**config.mk**
```make
export PLATFORM = sky130hd
export DESIGN_NAME = adc_channel_demux_averager_core
export DESIGN_NICKNAME = d
export VERILOG_FILES = /design/src/hdl/adcda_pkg.sv /design/src/hdl/adcda_div.sv /design/src/hdl/adcda_ctrl.sv /design/src/hdl/adcda_dp.sv /design/src/hdl/adc_channel_demux_averager_core.sv
export SDC_FILE = /design/constraint.sdc
export NUM_CORES = 1
export LEC_CHECK = 0
export ABC_CLOCK_PERIOD_IN_PS = 5500
export BUFFER_PORTS_ARGS = -buffer_cell sky130_fd_sc_hd__buf_2
export CORE_UTILIZATION = 49
export CTS_CLUSTER_DIAMETER = 50
export CTS_CLUSTER_SIZE = 10
export DETAILED_ROUTE_END_ITERATION = 6
export PLACE_DENSITY = 0.72
export SYNTH_ARGS = -nofsm -noshare
export SYNTH_HDL_FRONTEND = slang
export SYNTH_HIERARCHICAL = 1
export SYNTH_SLANG_ARGS = --single-unit
```
**constraint.sdc**
```tcl
create_clock -name clk -period 5.5 [get_ports clk]
set_input_delay 1.1 -clock clk [delete_from_list [all_inputs] [get_ports clk]]
set_output_delay 1.1 -clock clk [all_outputs]
set_load 0.005 [all_outputs]
```
**src/hdl/adcda_pkg.sv**
```systemverilog
// Package for the ADC channel demux averager: widths, register map,
// controller states and the command/status structs. No dependencies.
`default_nettype none

package adcda_pkg;

  localparam int CHANNEL_COUNT = 4;
  localparam int CH_W = (CHANNEL_COUNT > 1) ? $clog2(CHANNEL_COUNT) : 1;

  localparam int HDR_W = 8;
  localparam int NIBBLE_W = 4;
  localparam int CODE_W = 24;
  localparam int SAMPLE_W = 32;
  localparam int SUM_W = 40;
  localparam int COUNT_W = 8;
  localparam int FACTOR_W = 8;
  localparam int MASK_W = 4;
  localparam int OUT_IDX_W = 2;
  localparam int DIV_CNT_W = $clog2(SUM_W);

  localparam int PADDR_W = 3;
  localparam int PDATA_W = 32;
  localparam logic REG_FACTOR = 1'b0;
  localparam logic REG_MASK = 1'b1;
  localparam logic [FACTOR_W-1:0] FACTOR_RESET = '0;
  localparam logic [MASK_W-1:0] MASK_RESET = '1;

  typedef enum logic [1:0] {
    ST_IDLE,
    ST_EVAL,
    ST_DIV,
    ST_EMIT
  } state_t;

  typedef struct packed {
    logic capture;
    logic update;
    logic div_start;
    logic emit;
  } cmd_t;

  typedef struct packed {
    logic hit;
    logic raw;
    logic full;
    logic div_busy;
    logic out_free;
  } stat_t;

endpackage

`default_nettype wire

```
**src/hdl/adcda_div.sv**
```systemverilog
// Serial restoring divider: 40-bit signed sum by an 8-bit factor, one
// quotient bit per cycle, truncation toward zero. Depends on adcda_pkg.
`default_nettype none

module adcda_div
  import adcda_pkg::*;
(
  input  wire logic                       clk,
  input  wire logic                       rst,
  input  wire logic                       start,
  input  wire logic signed [SUM_W-1:0]    dividend,
  input  wire logic        [FACTOR_W-1:0] divisor,
  output logic                            busy,
  output logic signed [SAMPLE_W-1:0]      quotient
);

  logic [SUM_W-1:0]     quo;
  logic [FACTOR_W-1:0]  rem;
  logic [FACTOR_W-1:0]  dsr;
  logic [DIV_CNT_W-1:0] cnt;
  logic                 neg;
  logic [FACTOR_W:0]    trial;
  logic [FACTOR_W:0]    diff;
  logic                 ge;
  logic [SUM_W-1:0]     mag;

  assign mag   = dividend[SUM_W-1] ? SUM_W'(-dividend) : SUM_W'(dividend);
  assign trial = {rem, quo[SUM_W-1]};
  assign diff  = trial - {1'b0, dsr};
  assign ge    = trial >= {1'b0, dsr};
  assign quotient = neg ? -$signed(quo[SAMPLE_W-1:0]) : $signed(quo[SAMPLE_W-1:0]);

  always_ff @(posedge clk) begin
    if (rst) begin
      busy <= 1'b0;
    end else if (start) begin
      busy <= 1'b1;
    end else if (busy && cnt == '0) begin
      busy <= 1'b0;
    end
  end

  always_ff @(posedge clk) begin
    if (start) begin
      quo <= mag;
      rem <= '0;
      dsr <= divisor;
      neg <= dividend[SUM_W-1];
      cnt <= DIV_CNT_W'(SUM_W - 1);
    end else if (busy) begin
      quo <= {quo[SUM_W-2:0], ge};
      rem <= ge ? diff[FACTOR_W-1:0] : trial[FACTOR_W-1:0];
      cnt <= cnt - 1'b1;
    end
  end

endmodule

`default_nettype wire

```
**src/hdl/adcda_ctrl.sv**
```systemverilog
// Controller state machine: sequences capture, block update, division and
// result hand-off. Depends on adcda_pkg.
`default_nettype none

module adcda_ctrl
  import adcda_pkg::*;
(
  input  wire logic  clk,
  input  wire logic  rst,
  input  wire logic  in_valid,
  output logic       in_ready,
  input  wire stat_t stat,
  output cmd_t       cmd
);

  state_t state, state_next;

  always_ff @(posedge clk) begin
    if (rst) begin
      state <= ST_IDLE;
    end else begin
      state <= state_next;
    end
  end

  always_comb begin
    state_next = state;
    cmd = '0;
    in_ready = 1'b0;
    unique case (state)
      ST_IDLE: begin
        in_ready = 1'b1;
        if (in_valid) begin
          cmd.capture = 1'b1;
          state_next = ST_EVAL;
        end
      end
      ST_EVAL: begin
        cmd.update = 1'b1;
        if (stat.hit && stat.raw) begin
          state_next = ST_EMIT;
        end else if (stat.hit && stat.full) begin
          cmd.div_start = 1'b1;
          state_next = ST_DIV;
        end else begin
          state_next = ST_IDLE;
        end
      end
      ST_DIV: begin
        if (!stat.div_busy) begin
          state_next = ST_EMIT;
        end
      end
      ST_EMIT: begin
        cmd.emit = 1'b1;
        if (stat.out_free) begin
          state_next = ST_IDLE;
        end
      end
      default: state_next = ST_IDLE;
    endcase
  end

endmodule

`default_nettype wire

```
**src/hdl/adcda_dp.sv**
```systemverilog
// Datapath: input word capture, per-channel sums and counts, the serial
// divider and the output register. Depends on adcda_pkg and adcda_div.
`default_nettype none

module adcda_dp
  import adcda_pkg::*;
(
  input  wire logic                 clk,
  input  wire logic                 rst,
  input  wire cmd_t                 cmd,
  output stat_t                     stat,
  input  wire logic [FACTOR_W-1:0]  average_factor,
  input  wire logic [MASK_W-1:0]    channel_enable_mask,
  input  wire logic [HDR_W-1:0]     header_byte,
  input  wire logic [CODE_W-1:0]    sample_code,
  input  wire logic                 frame_end,
  output logic                      out_valid,
  input  wire logic                 out_ready,
  output logic [OUT_IDX_W-1:0]      channel_index,
  output logic signed [SAMPLE_W-1:0] mean_value
);

  logic [NIBBLE_W-1:0]        ch_q;
  logic signed [SAMPLE_W-1:0] sample_q;
  logic                       last_q;

  logic signed [SUM_W-1:0]    sums [CHANNEL_COUNT];
  logic [COUNT_W-1:0]         counts [CHANNEL_COUNT];

  logic [CH_W-1:0]            idx;
  logic signed [SUM_W-1:0]    new_sum;
  logic [COUNT_W-1:0]         new_cnt;
  logic                       in_range;
  logic                       div_busy;
  logic signed [SAMPLE_W-1:0] div_q;
  logic                       out_free;

  assign idx      = ch_q[CH_W-1:0];
  assign new_sum  = sums[idx] + {{(SUM_W-SAMPLE_W){sample_q[SAMPLE_W-1]}}, sample_q};
  assign new_cnt  = counts[idx] + 1'b1;
  assign in_range = ({1'b0, ch_q} < (NIBBLE_W+1)'(CHANNEL_COUNT))
                    && ({1'b0, ch_q} < (NIBBLE_W+1)'(MASK_W));
  assign out_free = !out_valid || out_ready;

  always_comb begin
    stat          = '0;
    stat.hit      = in_range && channel_enable_mask[ch_q[$clog2(MASK_W)-1:0]];
    stat.raw      = average_factor == '0;
    stat.full     = new_cnt >= average_factor;
    stat.div_busy = div_busy;
    stat.out_free = out_free;
  end

  always_ff @(posedge clk) begin
    if (cmd.capture) begin
      ch_q     <= header_byte[HDR_W-1:HDR_W-NIBBLE_W];
      sample_q <= $signed({sample_code, 8'h00});
      last_q   <= frame_end;
    end
  end

  always_ff @(posedge clk) begin
    if (rst) begin
      for (int i = 0; i < CHANNEL_COUNT; i++) begin
        sums[i]   <= '0;
        counts[i] <= '0;
      end
    end else if (cmd.update) begin
      if (last_q) begin
        for (int i = 0; i < CHANNEL_COUNT; i++) begin
          sums[i]   <= '0;
          counts[i] <= '0;
        end
      end else if (stat.hit && !stat.raw) begin
        if (stat.full) begin
          sums[idx]   <= '0;
          counts[idx] <= '0;
        end else begin
          sums[idx]   <= new_sum;
          counts[idx] <= new_cnt;
        end
      end
    end
  end

  adcda_div u_div (
    .clk      (clk),
    .rst      (rst),
    .start    (cmd.div_start),
    .dividend (new_sum),
    .divisor  (average_factor),
    .busy     (div_busy),
    .quotient (div_q)
  );

  always_ff @(posedge clk) begin
    if (rst) begin
      out_valid <= 1'b0;
    end else if (cmd.emit && out_free) begin
      out_valid <= 1'b1;
    end else if (out_ready) begin
      out_valid <= 1'b0;
    end
  end

  always_ff @(posedge clk) begin
    if (cmd.emit && out_free) begin
      channel_index <= ch_q[OUT_IDX_W-1:0];
      mean_value    <= stat.raw ? sample_q : div_q;
    end
  end

endmodule

`default_nettype wire

```
**src/hdl/adc_channel_demux_averager_core.sv**
```systemverilog
// Top level of the ADC channel demux averager: configuration registers on
// the APB port, controller and datapath. Depends on adcda_pkg, adcda_ctrl, adcda_dp.
//
//   channel   handshake            payload
//   input     in_valid/in_ready    header_byte, sample_code, frame_end
//   output    out_valid/out_ready  channel_index, mean_value
//   config    APB write/read       average_factor (0x0), channel_enable_mask (0x4)
//
// A word that gives no result passes through ST_IDLE and ST_EVAL, and one with a raw
// passthrough result also through ST_EMIT. A word that completes a block goes through
// ST_IDLE, ST_EVAL, ST_DIV and ST_EMIT; in ST_DIV the serial divider produces one of
// 40 quotient bits per cycle. Reset clears all sums, counts and the output valid flag.
// A result waiting in the output register stalls only the next word that has a result.
`default_nettype none

module adc_channel_demux_averager_core
  import adcda_pkg::*;
(
  input  wire logic                  clk,
  input  wire logic                  rst,
  input  wire logic                  in_valid,
  output logic                       in_ready,
  input  wire logic [HDR_W-1:0]      header_byte,
  input  wire logic [CODE_W-1:0]     sample_code,
  input  wire logic                  frame_end,
  output logic                       out_valid,
  input  wire logic                  out_ready,
  output logic [OUT_IDX_W-1:0]       channel_index,
  output logic signed [SAMPLE_W-1:0] mean_value,
  input  wire logic                  psel,
  input  wire logic                  penable,
  input  wire logic                  pwrite,
  input  wire logic [PADDR_W-1:0]    paddr,
  input  wire logic [PDATA_W-1:0]    pwdata,
  output logic [PDATA_W-1:0]         prdata,
  output logic                       pready
);

  logic [FACTOR_W-1:0] average_factor;
  logic [MASK_W-1:0]   channel_enable_mask;
  cmd_t                cmd;
  stat_t               stat;

  assign pready = 1'b1;

  always_ff @(posedge clk) begin
    if (rst) begin
      average_factor      <= FACTOR_RESET;
      channel_enable_mask <= MASK_RESET;
    end else if (psel && penable && pwrite && pready) begin
      unique case (paddr[2])
        REG_FACTOR: average_factor      <= pwdata[FACTOR_W-1:0];
        REG_MASK:   channel_enable_mask <= pwdata[MASK_W-1:0];
        default:    ;
      endcase
    end
  end

  always_comb begin
    unique case (paddr[2])
      REG_FACTOR: prdata = {{(PDATA_W-FACTOR_W){1'b0}}, average_factor};
      REG_MASK:   prdata = {{(PDATA_W-MASK_W){1'b0}}, channel_enable_mask};
      default:    prdata = '0;
    endcase
  end

  adcda_ctrl u_ctrl (
    .clk      (clk),
    .rst      (rst),
    .in_valid (in_valid),
    .in_ready (in_ready),
    .stat     (stat),
    .cmd      (cmd)
  );

  adcda_dp u_dp (
    .clk                 (clk),
    .rst                 (rst),
    .cmd                 (cmd),
    .stat                (stat),
    .average_factor      (average_factor),
    .channel_enable_mask (channel_enable_mask),
    .header_byte         (header_byte),
    .sample_code         (sample_code),
    .frame_end           (frame_end),
    .out_valid           (out_valid),
    .out_ready           (out_ready),
    .channel_index       (channel_index),
    .mean_value          (mean_value)
  );

endmodule

`default_nettype wire

```
# After elaboration in Yosys (flattened, before gate mapping)
# Memory sizes are Yosys's and may differ from the RTL's. A register that Yosys moved wholly into a read port is not among the register bits.
# Cells that the tools add are included.
# W data, S select, Z words.
[totals] regBits=142 ramBits=192 in_bits=75 output_inout_bits=69 word_cells=129 mem_count=2
[op_classes] n_addsub=6 n_lt_le_gt_ge=4 eq_ne=6 muxes=62 n_bitwise=11 reduce_logical=22
[mem_list] memory="u_dp.sums" depth=4 word_bits=40 read_ports=1 rd_ports_with_merged_regs=1 wr=4 line_no="adcda_dp.sv:27" text="logic signed [SUM_W-1:0] sums [CHANNEL_COUNT];"
[mem_list] memory="u_dp.counts" depth=4 word_bits=8 read_ports=1 rd_ports_with_merged_regs=1 wr=4 line_no="adcda_dp.sv:28" text="logic [COUNT_W-1:0] counts [CHANNEL_COUNT];"
[ops] cell="$mux W40" n=9
[ops] cell="$mux W32" n=2
[ops] cell="$pmux W32 S2" n=1
[ops] cell="$mux W8" n=7
[ops] cell="$add A40 B40 Y40" n=1
[ops] cell="$neg A40 Y40" n=1
[ops] cell="$reduce_or A40 Y1" n=1
[ops] cell="$neg A32 Y32" n=1
[ops] cell="$mux W1" n=31
[ops] cell="$mux W2" n=10
[ops] cell="$or A1 B1 Y1" n=10
[ops] cell="$ge A9 B8 Y1" n=1
[ops] cell="$add A8 B1 Y8 const B" n=1
[ops] cell="$ge A8 B8 Y1" n=1
[ops] cell="$logic_and A1 B1 Y1" n=8
[ops] cell="$logic_not A8 Y1" n=1
[ops] cell="$pmux W2 S4" n=1
[ops] cell="$reduce_or A8 Y1" n=1
[ops] cell="$sub A8 B8 Y8" n=1
[ops] cell="$logic_not A6 Y1" n=1
[ops] cell="$reduce_bool A2 Y1" n=3
[ops] cell="$sub A6 B1 Y6 const B" n=1
[ops] cell="$eq A2 B2 Y1 const B" n=2
[ops] cell="$lt A4 B3 Y1 const B" n=1
[ops] cell="other kinds (11)" n=14

# Depth between registers and ports, before layout
[depth] word_depth=13 mapped_depth=19 ltp_nobuf=16

# By module
# The synthesis kept the hierarchy.
[modules_own_cells] mod="adcda_dp" n_inst=1 cells_each=1016 area_per_inst_um2=12939.9 seq_area_each_um2=7717.4
[modules_own_cells] mod="adcda_div" n_inst=1 cells_each=472 area_per_inst_um2=4423.0 seq_area_each_um2=1771.7
[modules_own_cells] mod="adc_channel_demux_averager_core" n_inst=1 cells_each=90 area_per_inst_um2=820.8 seq_area_each_um2=240.2
[modules_own_cells] mod="adcda_ctrl" n_inst=1 cells_each=17 area_per_inst_um2=141.4 seq_area_each_um2=40.0

# Worst setup path before layout
# OpenSTA, ideal clock, no wires.
[synth_path] path_kind="flip-flop to flip-flop" startpoint="register with a tool-made name" endpoint="register u_dp.u_div.quo[36] (data pin)" setup_time_ns=0.260 arrival_ns=5.147 t_required_ns=5.240 path_slack_ns=0.093 path_stages_with_launch=20 path_buffers=3 period_less_slack_ns=5.407 path_cell_list="dfxtp_1 > buf_1 > clkbuf_1 > clkbuf_1 > mux4_2 > ha_1 > inv_1 > fa_1 > nor2b_1 > o2111ai_1 > a2111o_1 > and3_1 > o21ai_0 > nand2_1 > nor4_1 > nand2_1 > or4_1 > o41ai_2 > xnor2_1 > mux2_2"
[synth_rtl] item="to (signal assigned)" line_no="adcda_div.sv:45" text="quo <= mag;"
[synth_rtl] item="to (signal assigned)" line_no="adcda_div.sv:51" text="quo <= {quo[SUM_W-2:0], ge};"
[synth_rtl] item="to (decl)" line_no="adcda_div.sv:17" text="logic [SUM_W-1:0] quo;"

==> flow_metrics.env <==
export IMPL_die_w_um=195.4
export IMPL_p_total_mw=7.926
export IMPL_grt_overflow_total=0
export IMPL_drtAntennaViolNets=0
export IMPL_cp_slowest_cell="o21ai_0"
export IMPL_cts_buffer_depth=3
export IMPL_period_share=0.9583
export IMPL_finalNetCount=1825
export IMPL_placedInstanceArea_sq_mm=0.01924
export IMPL_yosysMostFrequentCell="edfxtp_1"
export IMPL_slew_violations=0
export IMPL_fin_skew_ns=0.01977
export IMPL_layout_min_cycle_time_ns=5.271
export IMPL_netlist_cell_type_count=87
export IMPL_vdd_drop_max_mv=0.2189
export IMPL_syn_inst=1595
export IMPL_grt_pass1_vias=12730
export IMPL_tightest_slew_ns=1.110
export IMPL_final_cells=2194
export IMPL_gp_congestion=0.9083
export IMPL_max_slew_margin=0.2570
export IMPL_synthArstFlopShare=0
export IMPL_worst_setup_path_start_kind="register"
export IMPL_area_delta_synth_final_pct=12.57
export IMPL_globalRouteTotalUtil=0.2397
export IMPL_clk_pin_slew_ns=0.06
export IMPL_nFillCells=3058
export IMPL_p_comb_frac=0.272
export IMPL_grt_max_degree=49
export IMPL_status="completed"
export IMPL_pre_cts_slack_ns=0.2337
export IMPL_synthFlopType="edfxtp_1"
export IMPL_p_per_area_mw_per_mm2=384.2
export IMPL_ys_seq_elements=336
export IMPL_worstPathRequired_ns=5.83
export IMPL_drive_above_1_share=0.1779
export IMPL_drcViolationCount=0
export IMPL_fin_util=0.5621
export IMPL_crit_chain="buf_12 > mux4_2 > ha_1 > nand2_1 > o21ai_0 > a221oi_2 > and3_1 > o21ai_0 > nand2_1 > nor4_1 > nand2_1 > or4_1 > o41ai_2 > xnor2_1 > mux2_2"
export IMPL_clkLatencyLatePin_ns=0.58
export IMPL_holdBufCountCts=0
export IMPL_rsz0062_at_grt="false"
export IMPL_ios=144
export IMPL_synth_area_top_cells="edfxtp_1, mux4_2, nor2_1"
export IMPL_power_switching_mw=2.540
export IMPL_coreArea_sq_mm=0.03670
export IMPL_port_buffers=88
export IMPL_p_leak_nw=7.897
export IMPL_setup_tns_ns=0
export IMPL_first_pass_iters=5
export IMPL_clkPwrFrac=0.336
export IMPL_num_antenna_cells=0
export IMPL_drt_total_wl_um=45140
export IMPL_die_area_sq_mm=0.03818
export IMPL_vias_per_cell=5.905
export IMPL_p_sw_frac=0.3205
export IMPL_drt_iter0_drc=1214
export IMPL_grt_pass1_wl_um=70110
export IMPL_seq_area_frac_synth=0.5331
export IMPL_cts_tree="yes"
export IMPL_cts_root_buffer="clkbuf_16"
export IMPL_layout_setup_ws_ns=0.2295
export IMPL_syn_cell_area_sq_mm=0.01833
export IMPL_worstHoldPathType="reg -> reg"
export IMPL_final_area_sq_mm=0.02063
export IMPL_post_drt_wl_per_cell_um=20.57
export IMPL_post_cts_buffers=0
export IMPL_h_tree_depth=2
export IMPL_path_class="reg -> reg"
export IMPL_yosys_area_top_type="edfxtp_1"
export IMPL_sequentialPowerShare=0.392
export IMPL_cts_sinks=336
export IMPL_end_kind="register"
export IMPL_hpwlAfterDp_um=29870
export IMPL_crit_top_cell="nand2_1"
export IMPL_post_place_cells=2117
export IMPL_fp_row_count=70
export IMPL_hold_viol_final=0
export IMPL_cts_buffers=45
export IMPL_ys_warn_count=6
export IMPL_die_y_um=195.4
export IMPL_multi_input_area_sq_mm=0.007911
export IMPL_synth_edff_count=304
export IMPL_vias=12960
export IMPL_max_freq_mhz=189.7
export IMPL_p_int_mw=5.386
export IMPL_maxCapViolCount=0
export IMPL_syn_avg_cell_area_sq_um=11.49
export IMPL_setup_viol=0
export IMPL_antenna_found_initial=1
export IMPL_hold_slack_ns=0.5083
export IMPL_max_stage_delay_ns=0.60
export IMPL_arrival_ns=5.60
export IMPL_initial_core_util=0.4994
export IMPL_synth_top_area_share=0.4982
export IMPL_regArea_sq_mm=0.009774
export IMPL_critPathMaxFanout=20
export IMPL_synth_top_cells_by_count="edfxtp_1, nor2_1, nand2_1"
## critical path: cells and delay by family, from the launching register on
kind / cells / cell delay [ns]
buffers and inverters: 1 / 0.26
xor gates and xnor gates: 1 / 0.10
AOI/OAI and AO/OA: 4 / 1.26
and+or+nand+nor: 6 / 1.58
muxes: 2 / 0.81
DFF: 1 / 0.52
adders and majority gates: 1 / 0.44
## power groups by stage
stage | Clock, mW | Sequential, mW | Combinational [mW]
final | 2.66 | 3.11 | 2.16
after floorplan | 0 | 3.11 | 1.53
after CTS | 2.73 | 3.11 | 2.12
after global routing | 2.82 | 3.12 | 2.36
after global placement | 0 | 3.14 | 2.06
after detailed placement | 0 | 3.15 | 2.10
## state kept, by name (all words and copies together), names as in the netlist, 4 cells and up, named ones only
name and count:
average_factor 8, channel_enable_mask 4, u_dp/ch_q 4, u_dp/counts 32, u_dp/mean_value 32, u_dp/sample_q 24
u_dp/sums 160, u_dp/u_div/cnt 6, u_dp/u_div/dsr 8, u_dp/u_div/quo 40, u_dp/u_div/rem 8
## final timing paths
path                      from            endpoint  slack, ns  cells past startpoint
min reg2reg  u_dp/u_div/rem[3]   u_dp/u_div/rem[3]       0.51                      2
min          u_dp/u_div/rem[3]   u_dp/u_div/rem[3]       0.51                      2
max reg2reg           register  u_dp/u_div/quo[36]       0.23                     15
max                   register  u_dp/u_div/quo[36]       0.23                     15
## routing by layer
metal	vias up	share of wire	track usage
met5	-	0	0
met4	0	0.031	0.09828
met1	6309	0.43	0.3331
met3	90	0.085	0.04525
met2	543	0.45	0.3704
li1	6014	-	-
## kinds of logic (layout without fill, tap and decap cells)
logic type               count (synthesis)  after routing  synth area share
buffers and inverters                  160            268           0.04370
multiplexers                            80             80           0.07811
adder cells (fa/ha/maj)                 54             54           0.03769
flip-flops                             336            336            0.5331
XOR/XNOR                                99             99           0.04732
AO/OA/AOI/OAI                          269            269           0.09477
AND/OR/NAND/NOR                        595            595            0.1649
other                                    2             25         0.0004098
## repair_timing
action                                 4_1_cts  5_1_grt
endpoints found under the hold margin        0        0
setup endpoints to repair                    0        7
resized for setup                            0        7
## placed cells by master, fill, tap and decap left out, types with 10 or more instances in the layout
cell type,synthesis,final
ha_1,52,52
o21ai_0,39,38
nand4_1,16,16
nand2_1,131,127
o21ai_1,17,18
edfxtp_1,304,304
dfxtp_1,32,30
nand2b_1,35,35
conb_1,2,25
nand3_1,22,21
buf_4,28,39
o21a_1,10,10
xor2_1,45,45
o41ai_1,11,11
a211oi_1,13,12
mux2_2,11,11
nor3_1,43,43
o211ai_1,10,10
buf_2,15,88
clkbuf_1,40,12
mux4_2,48,48
and2_1,63,61
o31ai_1,18,18
a21o_1,21,21
mux2i_1,20,20
xnor2_1,54,54
inv_1,62,62
clkbuf_16,0,45
a21oi_1,89,88
nor2_1,195,195
## final cells by class
cell class                      count  share of cell area
Tap cell                          468             0.02839
Multi-Input combinational cell   1122              0.3835
Inverter                           62             0.01128
Sequential cell                   336              0.4738
Timing Repair Buffer              129             0.03748
Clock buffer                       59             0.05811
Clock inverter                     18            0.007400
Note: power is estimated with default switching activity, not from simulation.
